### src/lbfdb_pkg.sv
`timescale 1ns / 1ps

package lbfdb_pkg;

    localparam int TABLE_ENTRIES = 1024;
    localparam int PORT_BITS     = 8;
    localparam int IDX_W         = $clog2(TABLE_ENTRIES);
    localparam int CNT_W         = IDX_W + 1;
    // The ingress port field is eight bits wide, so no more than that is kept.
    localparam int PORT_W        = (PORT_BITS < 8) ? PORT_BITS : 8;
    localparam int MAC_W         = 48;
    localparam int TIME_W        = 32;
    localparam int TIMEOUT_W     = 16;
    localparam logic [TIMEOUT_W-1:0] DEFAULT_AGE_TIMEOUT = 16'd300;

    localparam logic [1:0] ACT_DROP    = 2'd0;
    localparam logic [1:0] ACT_FORWARD = 2'd1;
    localparam logic [1:0] ACT_FLOOD   = 2'd2;

    typedef struct packed {
        logic              valid;
        logic [MAC_W-1:0]  mac;
        logic [PORT_W-1:0] port;
        logic [TIME_W-1:0] tstamp;
    } entry_t;

    typedef enum logic [2:0] {
        ST_CLEAR,
        ST_IDLE,
        ST_SCAN,
        ST_LEARN,
        ST_AGE,
        ST_OUT
    } state_t;

    typedef struct packed {
        logic cnt_clr;
        logic cnt_inc;
        logic clear_wr;
        logic load_item;
        logic scan;
        logic learn;
        logic delete;
        logic out_load;
    } cmd_t;

    typedef struct packed {
        logic cnt_done;
        logic stale;
        logic out_free;
    } sts_t;

endpackage

### src/lbfdb_ctrl.sv
`timescale 1ns / 1ps

module lbfdb_ctrl (
    input  logic            aclk,
    input  logic            aresetn,
    input  logic            s_tvalid,
    input  logic            item_short,
    output logic            s_tready,
    input  lbfdb_pkg::sts_t sts,
    output lbfdb_pkg::cmd_t cmd
);
    import lbfdb_pkg::*;

    state_t state_reg;
    state_t state_next;

    always_ff @(posedge aclk) begin
        if (!aresetn) begin
            state_reg <= ST_CLEAR;
        end else begin
            state_reg <= state_next;
        end
    end

    always_comb begin
        state_next = state_reg;
        case (state_reg)
            ST_CLEAR: begin
                if (sts.cnt_done) state_next = ST_IDLE;
            end
            ST_IDLE: begin
                if (s_tvalid) state_next = item_short ? ST_OUT : ST_SCAN;
            end
            ST_SCAN: begin
                if (sts.cnt_done) state_next = ST_LEARN;
            end
            ST_LEARN: state_next = ST_AGE;
            ST_AGE:   state_next = ST_OUT;
            ST_OUT: begin
                if (sts.out_free) state_next = ST_IDLE;
            end
            default:  state_next = ST_CLEAR;
        endcase
    end

    always_comb begin
        cmd      = '0;
        s_tready = 1'b0;
        case (state_reg)
            ST_CLEAR: begin
                cmd.clear_wr = !sts.cnt_done;
                cmd.cnt_inc  = !sts.cnt_done;
            end
            ST_IDLE: begin
                s_tready      = 1'b1;
                cmd.cnt_clr   = 1'b1;
                cmd.load_item = s_tvalid;
            end
            ST_SCAN: begin
                cmd.scan    = 1'b1;
                cmd.cnt_inc = !sts.cnt_done;
            end
            ST_LEARN: cmd.learn  = 1'b1;
            ST_AGE:   cmd.delete = sts.stale;
            ST_OUT:   cmd.out_load = sts.out_free;
            default:  cmd = '0;
        endcase
    end

endmodule

### config.mk
export PLATFORM = sky130hd
export DESIGN_NAME = lbfdb_ctrl
export DESIGN_NICKNAME = d
export VERILOG_FILES = /design/src/lbfdb_pkg.sv /design/src/lbfdb_ctrl.sv
export SDC_FILE = /design/constraint.sdc
export NUM_CORES = 1
export LEC_CHECK = 0
export BUFFER_PORTS_ARGS = -buffer_cell sky130_fd_sc_hd__buf_4
export CAP_MARGIN = 15
export CORE_AREA = 5 5 42 44
export CTS_CLUSTER_SIZE = 20
export DETAILED_ROUTE_END_ITERATION = 12
export DIE_AREA = 0 0 47 49
export PLACE_DENSITY = 0.44
export SLEW_MARGIN = 30
export SYNTH_ARGS = -nofsm -noshare
export SYNTH_HDL_FRONTEND = slang
export SYNTH_SLANG_ARGS = --single-unit
### constraint.sdc
create_clock -name aclk -period 1.4 [get_ports aclk]
set_input_delay 0.07 -clock aclk [delete_from_list [all_inputs] [get_ports aclk]]
set_output_delay 0.07 -clock aclk [all_outputs]
set_load 0.02 [all_outputs]
==> impl_metrics.env, run 1 <==
export IMPL_status="completed"
export IMPL_ys_ff_latch=3
export IMPL_drv_slew=0
export IMPL_antenna_left=0
export IMPL_synth_common_cells="nor2_1, buf_4, dfxtp_1, nand2b_1"
export IMPL_finalHoldViolations=0
export IMPL_yosys_area_top_type="dfxtp_1"
export IMPL_fin_crit_sh_pct=92.4
export IMPL_cts_setup_buffers=0
export IMPL_tightest_slew_ns=0.335
export IMPL_crit_buf_inv=1
export IMPL_crit_path_end_kind="primary output"
export IMPL_clock_sinks=3
export IMPL_drc=0
export IMPL_grt_max_degree=12
export IMPL_groute_usage_overall_pct=6.62
export IMPL_first_pass_iters=2
export IMPL_row_count=14
export IMPL_antenna_found_initial=0
export IMPL_worstPathRequired_ns=1.33
export IMPL_min_period_ns=1.29
export IMPL_slew_headroom_pct=77.4
export IMPL_io_pins=16
export IMPL_critPathArrivalTime_ns=1.22
export IMPL_nNetsFinal=57
export IMPL_cts_root_buf="clkbuf_4"
export IMPL_ys_top_cells_by_area="dfxtp_1, nor4b_4, buf_4, nand2b_1, o22a_1"
export IMPL_final_core_util_pct=30.6
export IMPL_slowest_delay_ns=0.37
export IMPL_cts_path_max_buffers=2
export IMPL_syn_num_nets=39
export IMPL_synthCells=32
export IMPL_max_clock_freq_ghz=0.773
export IMPL_netlist_area_um2=280
export IMPL_grt_pass1_wl_um=1110
export IMPL_grt_ovfl_total=0
export IMPL_p_leak_nw=0.194
export IMPL_path_cells="nand2b_1 > nor2_1 > and2_1 > buf_4"
export IMPL_wirelength_um=714
export IMPL_synth_edff_count=0
export IMPL_post_drt_wl_per_cell_um=11.0
export IMPL_cp_start_kind="flop"
export IMPL_dp_hpwl_um=568
export IMPL_yosys_cell_types_count=20
export IMPL_synth_flop_cell="dfxtp_1"
export IMPL_cts_clk_slew_worst_paths_ns=0.03
export IMPL_largest_reg_flops=3
export IMPL_area_delta_synth_final_pct=53.1
export IMPL_die_w_um=47
export IMPL_seq_area_frac_synth_pct=21.4
export IMPL_cp_max_fo=10
export IMPL_diodes=0
export IMPL_drt_initial_drc_count=2
export IMPL_die_h_um=49
export IMPL_worstSkewPairLatency_ns=0.23
export IMPL_fp_dieArea_mm2=0.00230
export IMPL_htree_levels=1
export IMPL_synth_most_common_cell="nor2_1"
export IMPL_finalSetupTns_ns=0
export IMPL_vias=284
export IMPL_synth_top_area_share_pct=21.4
export IMPL_async_reset_ff_share_pct=0
export IMPL_vdd_drop_max_v=0.000362
export IMPL_pwr_density_cell_mw_per_mm2=1160
export IMPL_drv_cap=0
export IMPL_numCtsBuffers=3
export IMPL_setup_viol=0
export IMPL_start_util_pct=20.0
export IMPL_core_mm2=0.00140
export IMPL_globalplace_congestion=0.716
export IMPL_rsz0062_at_grt="no"
export IMPL_finClkSkew_ns=0.0000509
export IMPL_port_buffers=15
export IMPL_crit_type="flop to primary output"
export IMPL_drive_above_1_share_pct=57.1
export IMPL_slowest_stage="dfxtp_2"
export IMPL_cts_tree="built"
export IMPL_hold_path_class="primary input to flop"
export IMPL_syn_avg_cell_area_um2=8.76
export IMPL_p_total_uw=496
export IMPL_crit_family="simple AND/OR/NAND/NOR gates"
export IMPL_viasPerCell=4.37
export IMPL_grt_pass1_vias=255
export IMPL_yosys_warnings=0
[final timing paths]
check                               endpoint  cells past startpoint  slack (ns)          from
worst max-delay path                  cmd[4]                      4        0.11  state_reg[1]
worst min-delay path            state_reg[0]                      3        0.15       aresetn
worst max register to register  state_reg[1]                      3        0.21  state_reg[0]
worst min register to register  state_reg[0]                      2        0.69  state_reg[0]
[report_power, final]
part           internal (mW)  switching (mW)
sequential             0.101          0.0359
clock                  0.107          0.0415
combinational          0.109           0.101
[cell families (layout without fill, tap and decap cells)]
family | Yosys count | count (layout) | share of synthesized area, %
compound gates | 6 | 6 | 17.0
buf+inv | 4 | 21 | 12.1
flops | 3 | 3 | 21.4
simple gates | 19 | 19 | 49.6
[per-layer routing]
| layer | share of wire (%) | vias to the layer above | GRT usage (%) |
|---|---|---|---|
| met2 | 49 | 8 | 9.28 |
| met5 | 0 | - | 0 |
| met4 | 0 | 0 | 5.53 |
| met1 | 42 | 124 | 8.35 |
| met3 | 9.0 | 0 | 1.11 |
| li1 | - | 152 | - |
[worst reg2reg max path, stage by stage, from the launching register on]
cell	delay [ns]
dfxtp_2	0.42
nor4bb_1	0.39
nor3_2	0.11
a21o_1	0.16
[stage by stage]
step / area (um2) / hold slack (ns) / setup slack (ns) / std cells
3_3_place_gp: 394 / 0.392 / 0.147 / 61
2_1_floorplan: 280 / 0.219 / 0.0132 / 32
3_5_place_dp: 394 / 0.390 / 0.128 / 61
5_1_grt: 429 / 0.161 / 0.0407 / 65
6_report: 429 / 0.146 / 0.106 / 65
4_1_cts: 422 / 0.136 / 0.00164 / 65
[cell type report]
class	instances	area [um2]
Multi-Input combinational cell	25	191
Sequential cell	3	63.8
Tap cell	16	20.0
Clock buffer	4	26.3
Timing Repair Buffer	17	128
Fill cell	160	972
[cell usage in the layout, fill, tap and decap left out]
| cell type | n |
|---|---|
| a211oi_2 | 1 |
| nor4b_4 | 1 |
| nand2_1 | 2 |
| o22a_1 | 2 |
| nor2_1 | 4 |
| and2_1 | 1 |
| nand2b_1 | 3 |
| nor3b_1 | 2 |
| nor4_1 | 1 |
| nor3_2 | 2 |
| a21oi_1 | 1 |
| o21ai_0 | 1 |
| nor4bb_1 | 1 |
| a21o_1 | 1 |
| and4bb_2 | 1 |
| buf_4 | 17 |
| nor4b_1 | 1 |
| dfxtp_2 | 3 |
| clkbuf_4 | 3 |
| clkbuf_1 | 1 |
[what timing repair did]
item | 4_1_cts | 5_1_grt
cloned | 0 | 0
endpoints found under the setup margin | 1 | 3
hold buffers | 0 | 0
resized for setup | 1 | 3
Power figures use the tool's default switching activity.
==> run 2, diff against run 1 <==
==> constraint.sdc (replaced) <==
create_clock -name aclk -period 1.4 [get_ports aclk]
set_input_delay 0.07 -clock aclk [delete_from_list [all_inputs] [get_ports aclk]]
set_output_delay 0.07 -clock aclk [all_outputs]
set_load 0.005 [all_outputs]
==> impl_metrics.env, run 2 (synthesis results as in run 1) <==
export IMPL_first_pass_iters=2
export IMPL_drive_above_1_share_pct=55.1
export IMPL_p_sw_uw=143
export IMPL_swShare_pct=31.2
export IMPL_post_drt_wl_per_cell_um=11.0
export IMPL_p_leak_nw=0.192
export IMPL_status="completed"
export IMPL_drv_cap=0
export IMPL_fp_dieArea_mm2=0.00230
export IMPL_pwr_density_cell_mw_per_mm2=1080
export IMPL_cts_tree="built"
export IMPL_cts_path_max_buffers=2
export IMPL_antenna_found_initial=0
export IMPL_p_total_uw=457
export IMPL_cp_start_kind="flop"
export IMPL_start_util_pct=20.0
export IMPL_viasPerCell=4.37
export IMPL_grt_ovfl_total=0
export IMPL_drc=0
export IMPL_row_count=14
export IMPL_vias=284
export IMPL_crit_path_end_kind="primary output"
export IMPL_cts_clk_slew_worst_paths_ns=0.03
export IMPL_worstPathRequired_ns=1.33
export IMPL_die_h_um=49
export IMPL_finClkSkew_ns=0.0000509
export IMPL_largest_reg_flops=3
export IMPL_nNetsFinal=57
export IMPL_io_pins=16
export IMPL_drt_initial_drc_count=2
export IMPL_fin_crit_sh_pct=90.1
export IMPL_final_core_util_pct=30.3
export IMPL_grt_pass1_vias=255
export IMPL_hold_worst_slack_ns=0.146
export IMPL_p_int_uw=314
export IMPL_cp_max_fo=10
export IMPL_comb_power_share_pct=37.9
export IMPL_slew_headroom_pct=75.7
export IMPL_grt_max_degree=12
export IMPL_globalplace_congestion=0.716
export IMPL_worstSkewPairLatency_ns=0.23
export IMPL_wirelength_um=714
export IMPL_final_common_cell="buf_4"
export IMPL_max_clock_freq_ghz=0.793
export IMPL_tightest_slew_ns=0.362
export IMPL_dp_hpwl_um=568
export IMPL_clockPowerShare_pct=32.4
export IMPL_vdd_drop_max_v=0.000334
export IMPL_final_cell_mix="buf_4, nor2_1, nand2b_1, clkbuf_4, dfxtp_2"
export IMPL_port_buffers=15
export IMPL_die_w_um=47
export IMPL_finalHoldViolations=0
export IMPL_hold_path_class="primary input to flop"
export IMPL_p_seq_share_pct=29.7
export IMPL_critPathArrivalTime_ns=1.19
export IMPL_groute_usage_overall_pct=6.62
export IMPL_core_mm2=0.00140
export IMPL_crit_type="flop to primary output"
export IMPL_clock_sinks=3
export IMPL_htree_levels=1
export IMPL_setup_viol=0
export IMPL_min_period_ns=1.26
export IMPL_numCtsBuffers=3
export IMPL_diodes=0
export IMPL_finalSetupTns_ns=0
export IMPL_rsz0062_at_grt="no"
export IMPL_antenna_left=0
export IMPL_cts_root_buf="clkbuf_4"
export IMPL_drv_slew=0
export IMPL_grt_pass1_wl_um=1110
export IMPL_area_delta_synth_final_pct=51.3
==> run 2: cell types whose count changed in the layout (fill, tap and decap cells not counted) <==
| cell | previous run | this run |
|---|---|---|
| nor3_1 | 0 | 1 |
| nor3_2 | 2 | 1 |
==> run 2: final timing paths <==
kind	end	cells after the start	startpoint	slack [ns]
worst max-delay path	cmd[4]	4	state_reg[1]	0.14
worst min-delay path	state_reg[0]	3	aresetn	0.15
worst max register to register	state_reg[1]	3	state_reg[0]	0.22
worst min register to register	state_reg[0]	2	state_reg[0]	0.68
==> run 2: worst max-delay path, cell delays in order, from the launching register on <==
cell and delay (ns):
dfxtp_2 0.37, nand2b_1 0.17, nor2_1 0.17, and2_1 0.15
buf_4 0.10
==> run 2: metal layers <==
metal,up-vias,part of all wire (%),wire [um],GRT usage [%]
met2,8,48,344,9.28
met4,0,0,0,5.53
met3,0,9.0,64,1.11
met1,124,43,304,8.35
li1,152,-,-,-
met5,-,0,0,0
==> run 2: layout make-up <==
cell class	count	area, um2
well taps	16	20.0
flip-flops and latches	3	63.8
repair buffers	17	128
fillers	161	977
multi-input cells	25	186
clock buffers	4	26.3
==> run 2: metrics by stage <==
| step | instance area [um2] | cells | setup slack, ns |
|---|---|---|---|
| final | 424 | 65 | 0.138 |
| after global routing | 424 | 65 | 0.0332 |
| after floorplan | 280 | 32 | 0.287 |
| after global placement | 394 | 61 | 0.147 |
| after CTS | 420 | 65 | 0.0235 |
| after detailed placement | 394 | 61 | 0.128 |
==> run 2: power groups by stage <==
stage                     clock [mW]  combinational [mW]  sequential (mW)
after floorplan                    0               0.137            0.108
after global placement             0               0.176            0.132
after detailed placement           0               0.175            0.134
after CTS                      0.158               0.175            0.132
after global routing           0.161               0.192            0.139
final                          0.148               0.173            0.136
==> run 2: what timing repair did <==
item / CTS / global route
endpoints found under the setup margin: 0 / 3
resized for setup: 0 / 3
hold buffers: 0 / 0
endpoints found under the hold margin: 0 / 0
setup buffers: 0 / 0
==> run 3, diff against run 2 <==
--- a/config.mk
+++ b/config.mk
@@ -12,6 +12,7 @@
 export DETAILED_ROUTE_END_ITERATION = 12
 export DIE_AREA = 0 0 47 49
 export PLACE_DENSITY = 0.44
+export RECOVER_POWER = 100
 export SLEW_MARGIN = 30
 export SYNTH_ARGS = -nofsm -noshare
 export SYNTH_HDL_FRONTEND = slang
==> impl_metrics.env, run 3 (synthesis results as in run 1) <==
export IMPL_status="completed"
export IMPL_fin_crit_sh_pct=90.7
export IMPL_grt_max_degree=12
export IMPL_vias=289
export IMPL_slowest_stage="dfxtp_2"
export IMPL_post_drt_wl_per_cell_um=10.9
export IMPL_first_pass_iters=2
export IMPL_crit_family="simple AND/OR/NAND/NOR gates"
export IMPL_cp_start_kind="flop"
export IMPL_io_pins=16
export IMPL_area_delta_synth_final_pct=46.9
export IMPL_port_buffers=15
export IMPL_drive_above_1_share_pct=49.0
export IMPL_dp_slack_ns=0.128
export IMPL_drt_initial_drc_count=3
export IMPL_dp_hpwl_um=568
export IMPL_cp_max_fo=10
export IMPL_setup_viol=0
export IMPL_drv_cap=0
export IMPL_fp_dieArea_mm2=0.00230
export IMPL_setup_ws_ns=0.131
export IMPL_hold_path_class="primary input to flop"
export IMPL_met1_length_um=315
export IMPL_diodes=0
export IMPL_core_mm2=0.00140
export IMPL_cts_clk_slew_worst_paths_ns=0.03
export IMPL_grt_ovfl_total=0
export IMPL_tightest_slew_ns=0.355
export IMPL_drc=0
export IMPL_row_count=14
export IMPL_min_period_ns=1.27
export IMPL_crit_type="flop to primary output"
export IMPL_wl_met2_um=331
export IMPL_start_util_pct=20.0
export IMPL_path_cells="nand2b_1 > nor2_1 > and2_0 > buf_4"
export IMPL_largest_reg_flops=3
export IMPL_final_common_cell="buf_4"
export IMPL_wl_met3_um=63
export IMPL_max_clock_freq_ghz=0.788
export IMPL_finalHoldViolations=0
export IMPL_rr_startpoint="state_reg[2]"
export IMPL_pwr_density_cell_mw_per_mm2=1080
export IMPL_htree_levels=1
export IMPL_antenna_found_initial=0
export IMPL_crit_buf_inv=1
export IMPL_p_leak_nw=0.182
export IMPL_viasPerCell=4.45
export IMPL_finClkSkew_ns=0.000157
export IMPL_globalplace_congestion=0.716
export IMPL_slowest_delay_ns=0.37
export IMPL_finalSetupTns_ns=0
export IMPL_groute_usage_overall_pct=6.62
export IMPL_die_w_um=47
export IMPL_cts_tree="built"
export IMPL_nNetsFinal=57
export IMPL_worstPathRequired_ns=1.33
export IMPL_p_total_uw=445
export IMPL_numCtsBuffers=3
export IMPL_final_cell_mix="buf_4, nor2_1, clkbuf_4"
export IMPL_worstSkewPairLatency_ns=0.23
export IMPL_cts_setup_buffers=0
export IMPL_wirelength_um=711
export IMPL_crit_path_end_kind="primary output"
export IMPL_hold_start="aresetn"
export IMPL_rsz0062_at_grt="no"
export IMPL_cts_path_max_buffers=2
export IMPL_highest_layer="met3"
export IMPL_grt_pass1_vias=255
export IMPL_grt_pass1_wl_um=1110
export IMPL_critPathLaunch="state_reg[1]"
export IMPL_drv_slew=0
export IMPL_die_h_um=49
export IMPL_critPathArrivalTime_ns=1.20
export IMPL_slew_headroom_pct=76.1
export IMPL_clock_sinks=3
export IMPL_cts_root_buf="clkbuf_4"
export IMPL_vdd_drop_max_v=0.000334
export IMPL_antenna_left=0
run 3: worst paths after layout:
kind	end	slack [ns]	cells past startpoint
setup / recovery	cmd[4]	0.13	4
hold / removal	state_reg[0]	0.14	3
setup reg to reg	state_reg[2]	0.24	3
hold reg to reg	state_reg[0]	0.67	2
run 3: final cells by class:
type	count	area, um2
clock buffers	4	26.3
fillers	163	990
multi-input cells	25	181
flip-flops and latches	3	63.8
well taps	16	20.0
repair buffers	17	120
run 3: worst min-delay path, cell delays in order:
cell,delay [ns]
buf_4,0.12
nand2b_1,0.09
a21oi_1,0.05
run 3: metal layers:
layer  vias up  GRT usage [%]
met3         0           1.11
met5         -              0
met4         0           5.53
met1       131           8.35
met2         8           9.28
li1        150              -
run 3: power breakdown:
part           switching, mW  internal, mW
sequential            0.0342         0.101
clock                 0.0419         0.107
combinational         0.0653        0.0961
run 3: per-stage QoR:
step           instance area [um2]  hold WS (ns)  utilization, %  instances
6_report                       412         0.141            29.4         65
5_1_grt                        412         0.161            29.4         65
4_1_cts                        420         0.141            30.0         65
3_5_place_dp                   394         0.389            28.1         61
3_3_place_gp                   394         0.387            28.1         61
2_1_floorplan                  280         0.170               -         32
run 3: what timing repair did:
item / CTS / global route
hold buffers: 0 / 0
gates resized for setup: 0 / 3
setup endpoints to repair: 0 / 3
